--- config.mk ---
export PLATFORM = sky130hd
export DESIGN_NAME = scfp_ctrl
export DESIGN_NICKNAME = d
export VERILOG_FILES = /design/src/scfp_pkg.sv /design/src/scfp_ctrl.sv
export SDC_FILE = /design/constraint.sdc
export NUM_CORES = 1
export LEC_CHECK = 0
export BUFFER_PORTS_ARGS = -buffer_cell sky130_fd_sc_hd__buf_4
export CORE_MARGIN = 1
export CORE_UTILIZATION = 40
export CTS_BUF_LIST = sky130_fd_sc_hd__clkbuf_4
export CTS_CLUSTER_DIAMETER = 150
export DETAILED_ROUTE_END_ITERATION = 12
export GPL_TIMING_DRIVEN = 0
export SLEW_MARGIN = 20
export SYNTH_ARGS = -nofsm -noshare
export SYNTH_HDL_FRONTEND = slang
export SYNTH_SLANG_ARGS = --single-unit
--- constraint.sdc ---
create_clock -name clk -period 8.9 [get_ports clk]
set_input_delay 0.89 -clock clk [delete_from_list [all_inputs] [get_ports clk]]
set_output_delay 0.89 -clock clk [all_outputs]
set_load 0.03 [all_outputs]
--- src/scfp_pkg.sv ---
`timescale 1ns / 1ps
// ----------------------------------------------------------------------------
// scfp_pkg
// Shared constants, codes and types of the size-class free-list pool.
// ----------------------------------------------------------------------------
package scfp_pkg;

    localparam int DEF_STACK_DEPTH = 64;
    localparam int DEF_NUM_CLASSES = 9;
    localparam int DEF_ADDR_WIDTH  = 32;

    localparam int MIN_CLASS_SIZE  = 16;
    localparam int SIZE_W          = 16;
    localparam int CLASS_OUT_W     = 4;
    localparam int GRANT_W         = 32;
    localparam int MIN_W           = 13;
    localparam int PADDR_W         = 3;
    localparam int PDATA_W         = 32;

    localparam logic [MIN_W-1:0] MIN_SIZE_RESET = 13'd16;

    // register index as taken from paddr[2]
    localparam logic REG_MIN_OBJECT_SIZE = 1'b0;

    typedef enum logic {
        OP_ALLOC   = 1'b0,
        OP_RELEASE = 1'b1
    } op_t;

    typedef enum logic [2:0] {
        ST_POOL_HIT      = 3'd0,
        ST_GENERAL_ALLOC = 3'd1,
        ST_REFUSED       = 3'd2,
        ST_POOLED        = 3'd3,
        ST_GENERAL_FREE  = 3'd4
    } status_t;

    typedef struct packed {
        status_t                  status;
        logic [CLASS_OUT_W-1:0]   class_idx;
        logic                     pop;
    } result_t;

endpackage

--- src/scfp_ctrl.sv ---
`timescale 1ns / 1ps
// ----------------------------------------------------------------------------
// scfp_ctrl
// Size-class decode, per-class fill counts and stack memory command for
// one request.
// ----------------------------------------------------------------------------
module scfp_ctrl #(
    parameter int STACK_DEPTH = scfp_pkg::DEF_STACK_DEPTH,
    parameter int NUM_CLASSES = scfp_pkg::DEF_NUM_CLASSES,
    parameter int ADDR_WIDTH  = scfp_pkg::DEF_ADDR_WIDTH,
    localparam int RAM_DEPTH  = NUM_CLASSES * STACK_DEPTH,
    localparam int RAM_AW     = (RAM_DEPTH > 1) ? $clog2(RAM_DEPTH) : 1
) (
    input  logic                               clk,
    input  logic                               rst_n,
    input  logic                               accept,
    input  logic                               op,
    input  logic [scfp_pkg::SIZE_W-1:0]        object_size,
    input  logic [scfp_pkg::GRANT_W-1:0]       block_addr,
    input  logic                               block_is_object,
    input  logic [scfp_pkg::SIZE_W-1:0]        block_mem_size,
    input  logic [scfp_pkg::MIN_W-1:0]         min_object_size,
    output logic                               ram_en,
    output logic                               ram_we,
    output logic [RAM_AW-1:0]                  ram_addr,
    output logic [ADDR_WIDTH-1:0]              ram_wdata,
    output scfp_pkg::result_t                  result
);

    localparam int CNT_W = $clog2(STACK_DEPTH + 1);
    localparam int CLS_W = (NUM_CLASSES > 1) ? $clog2(NUM_CLASSES) : 1;
    localparam int CMP_W = (NUM_CLASSES + 4 > scfp_pkg::SIZE_W) ? NUM_CLASSES + 4
                                                                 : scfp_pkg::SIZE_W;
    localparam logic [CMP_W-1:0] MAX_CLASS_SIZE =
        CMP_W'(scfp_pkg::MIN_CLASS_SIZE) << (NUM_CLASSES - 1);

    logic [CNT_W-1:0] counts_reg  [NUM_CLASSES];
    logic [CNT_W-1:0] counts_next [NUM_CLASSES];

    logic [CMP_W-1:0] osize_ext;
    logic [CMP_W-1:0] msize_ext;
    logic [scfp_pkg::SIZE_W-1:0] min_ext;
    logic [CLS_W-1:0] cls;
    logic [CNT_W-1:0] cnt_sel;
    logic [CNT_W-1:0] offset;
    logic             push;
    logic             pop;
    logic             rejected;

    assign osize_ext = CMP_W'(object_size);
    assign msize_ext = CMP_W'(block_mem_size);
    assign min_ext   = scfp_pkg::SIZE_W'(min_object_size);

    // thresholds are monotonic: the last one below the size sets the class
    always_comb
    begin
        cls = '0;
        for (int i = 0; i < NUM_CLASSES - 1; i++)
        begin
            if ((CMP_W'(scfp_pkg::MIN_CLASS_SIZE) << i) < osize_ext)
            begin
                cls = CLS_W'(i + 1);
            end
        end
    end

    assign cnt_sel  = counts_reg[cls];
    assign rejected = !block_is_object || (block_mem_size < min_ext) ||
                      (msize_ext > MAX_CLASS_SIZE) || (object_size < min_ext) ||
                      (osize_ext > MAX_CLASS_SIZE);

    always_comb
    begin
        result.status    = scfp_pkg::ST_GENERAL_FREE;
        result.class_idx = '0;
        pop              = 1'b0;
        push             = 1'b0;
        case (scfp_pkg::op_t'(op))
            scfp_pkg::OP_ALLOC:
            begin
                if (object_size < min_ext)
                begin
                    result.status = scfp_pkg::ST_REFUSED;
                end
                else if (osize_ext > MAX_CLASS_SIZE)
                begin
                    result.status = scfp_pkg::ST_GENERAL_ALLOC;
                end
                else
                begin
                    result.class_idx = scfp_pkg::CLASS_OUT_W'(cls);
                    if (cnt_sel == '0)
                    begin
                        result.status = scfp_pkg::ST_GENERAL_ALLOC;
                    end
                    else
                    begin
                        result.status = scfp_pkg::ST_POOL_HIT;
                        pop           = 1'b1;
                    end
                end
            end
            scfp_pkg::OP_RELEASE:
            begin
                if (!rejected)
                begin
                    result.class_idx = scfp_pkg::CLASS_OUT_W'(cls);
                    if (cnt_sel != CNT_W'(STACK_DEPTH))
                    begin
                        result.status = scfp_pkg::ST_POOLED;
                        push          = 1'b1;
                    end
                end
            end
            default:
            begin
                result.status = scfp_pkg::ST_GENERAL_FREE;
            end
        endcase
        result.pop = pop;
    end

    // pop reads the top entry, push writes one above it
    assign offset    = pop ? (cnt_sel - 1'b1) : cnt_sel;
    assign ram_addr  = RAM_AW'(cls) * RAM_AW'(STACK_DEPTH) + RAM_AW'(offset);
    assign ram_en    = accept && (pop || push);
    assign ram_we    = push;
    assign ram_wdata = ADDR_WIDTH'(block_addr);

    always_comb
    begin
        for (int i = 0; i < NUM_CLASSES; i++)
        begin
            counts_next[i] = counts_reg[i];
        end
        if (accept && push)
        begin
            counts_next[cls] = cnt_sel + 1'b1;
        end
        else if (accept && pop)
        begin
            counts_next[cls] = cnt_sel - 1'b1;
        end
    end

    always_ff @(posedge clk or negedge rst_n)
    begin
        if (!rst_n)
        begin
            for (int i = 0; i < NUM_CLASSES; i++)
            begin
                counts_reg[i] <= '0;
            end
        end
        else
        begin
            for (int i = 0; i < NUM_CLASSES; i++)
            begin
                counts_reg[i] <= counts_next[i];
            end
        end
    end

endmodule

==> results.yml <==
synth:
  ys_seq_area_share_pct: 32.4
  postSynthAreaPerCell_sq_um: 9.90
  synth_flop_cell: "dfrtp_1"
  ys.warnings.count: 0
  syn_nets: 603
  synth-seq-cells: 63
  synthArstFlopShare_pct: 100
  synth_edf_count: 0
  synth_cell_types: 67
  netlist_instances: 492
  synth.cell_area_sq_mm: 0.00487
cts:
  cts_buffers: 9
  clk_latency_ns: 0.41
  cts.sinks: 63
  ctsHoldBuffers: 0
  cts_setup_buffers: 0
  cts_tree: "yes"
  root_buffer: "clkbuf_4"
  clockBufferDepth: 2
  cts_resized: 0
  ctsHtreeMaxLevel: 3
  clkTransAtPathRegs_ns: 0.11
detailed_routing:
  vias: 4365
  routedWlPerCell_microns: 18.7
  routed_wl_microns: 14100
  final_antenna_net_count: 0
  first_iter_violations: 337
  firstDrtPassIters: 5
  vias_per_cell: 5.80
  drcViolationCount: 0
layout:
  drive_above_1_share_pct: 32.3
  fin_nets: 715
  antenna_cells: 0
  post-route-util_pct: 51.2
  layout_commonest_cell: "buf_4"
  fin_cells: 752
  layout_common_cells: "buf_4 (134), dfrtp_1 (63), mux2_1 (43)"
  postLayoutCellArea_sq_mm: 0.00597
  area_growth_pct: 22.6
setup_path:
  crit_path_end_kind: "output pin"
  crit_buf_inv: 5
  cp_max_fo: 11
  cpMostUsedCell: "ha_1"
  critPathKind: "input pin to output pin"
  cp.arrival_ns: 6.52
  crit_path_max_incr_delay_ns: 0.86
  cp_slowest_cell: "a211oi_2"
  crit_chain: "buf_4 > nor4_1 > nand3_1 > a211oi_2 > nand3_1 > a2111o_1 > o2111ai_1 > clkbuf_1 > ha_1 > nand4_2 > o31a_1 > buf_2 > inv_1 > nor2_1 > xnor2_1 > ha_1 > ha_1 > xnor2_1 > buf_4"
  worst_ep_required_time_ns: 8.01
  crit_family: "compound AO/OA/AOI/OAI gates"
  start_kind: "input pin"
floorplanning:
  die_y_microns: 112
  die_w_microns: 112
  io_pins: 134
  die_area_sq_mm: 0.0126
  initial_core_util_pct: 41.8
  core-area_sq_mm: 0.0117
  rows: 39
timing:
  clock_skew_ns: 0.0134
  tightest_slew_ns: 0.937
  rsz0062_at_grt: "no"
  final.period_utilization_pct: 83.3
  hold_slack_ns: 0.489
  setup_viol: 0
  setup_tns_ns: 0
  drv_slew: 0
  setup_slack_ns: 1.49
  fmax_mhz: 135
  min_period_ns: 7.41
  relSlewSlack_pct: 37.2
  final-hold-violation-count: 0
pwr:
  ir_drop_mv: 0.0958
  power-per-cell-area_mw_per_mm2: 153
  leakage_nw: 2.92
  power_uw: 917
global_route:
  grt_use_met1_pct: 31.4
  grt_max_degree: 64
  overflow: 0
  busiest_layer: "met2"
  grt.total_usage_pct: 22.8
  use_met2_pct: 36.2
  antenna_found_initial: 0
  grt_use_met3_pct: 3.29
  first_global_vias: 4241
  grt_pass1_wl_microns: 22300
run:
  timing.max_cap.violations: 0
placement:
  gp_congestion: 0.864
  dp.cells: 736
  hpwlAfterDp_microns: 10900
  preCtsSetupSlack_ns: 1.56
  port_buffers: 101
  placed_area_sq_mm: 0.00581
hold_path:
  worstHoldPathType: "flip-flop to flip-flop"
run_status:
  status: "finished, final reports clean"
==> cell type report <==
cell class | count | area (sq um)
fillers | 1119 | 5690
multi-input cells | 358 | 2900
flip-flops and latches | 63 | 1580
repair buffers | 101 | 758
plain buffers | 48 | 310
well taps | 143 | 179
clock inverters | 7 | 97.6
inverters | 23 | 86.3
clock buffers | 9 | 67.6
==> kinds of logic after synthesis <==
| group | Yosys count | synth area share [%] |
|---|---|---|
| buffers and inverters | 71 | 8.14 |
| XOR/XNOR | 12 | 2.16 |
| adder cells (fa/ha/maj) | 29 | 7.45 |
| AO/OA/AOI/OAI | 97 | 15.5 |
| multiplexers | 76 | 17.2 |
| flip-flops | 63 | 32.4 |
| AND/OR/NAND/NOR | 144 | 17.2 |
==> Yosys cell counts, types with 6 or more instances <==
cell	n	area, sq um
a211oi_1	10	75.1
a21o_1	8	60.1
a21oi_1	15	75.1
and2_1	6	37.5
and3_1	7	43.8
buf_4	33	248
clkbuf_1	8	30.0
dfrtp_1	63	1580
ha_1	29	363
inv_1	23	86.3
mux2_1	43	484
mux2_2	20	225
mux2i_1	13	130
nand2_1	25	93.8
nand3_1	16	80.1
nor2_1	21	78.8
nor3_1	8	40.0
nor4_1	9	56.3
o21ai_0	12	60.1
or2_2	6	37.5
xnor2_1	8	70.1
==> where the power goes <==
| part | internal, mW | switching, mW | total [mW] |
|---|---|---|---|
| sequential | 0.297 | 0.00512 | 0.302 |
| clock | 0.114 | 0.115 | 0.229 |
| combinational | 0.134 | 0.252 | 0.386 |
==> path summary, 6_finish.rpt <==
check	startpoint	cells after the start	end	slack (ns)
setup reg to reg	flip-flop	13	counts_reg[20]$_DFFE_PN0P_	5.07
hold / removal	counts_reg[53]$_DFFE_PN0P_	1	counts_reg[53]$_DFFE_PN0P_	0.49
max in group asynchronous	rst_n	1	counts_reg[4]$_DFFE_PN0P_	7.81
hold reg to reg	counts_reg[53]$_DFFE_PN0P_	1	counts_reg[53]$_DFFE_PN0P_	0.49
min in group asynchronous	rst_n	1	counts_reg[2]$_DFFE_PN0P_	0.54
setup / recovery	object_size[0]	19	ram_addr[8]	1.49
==> metal layers <==
metal  vias up  part of all wire (%)
met4         0                   2.1
met5         -                     0
met1      2101                    44
met2       198                    46
met3        28                   7.3
li1       2038                     -
(Power assumes the default switching activity.)
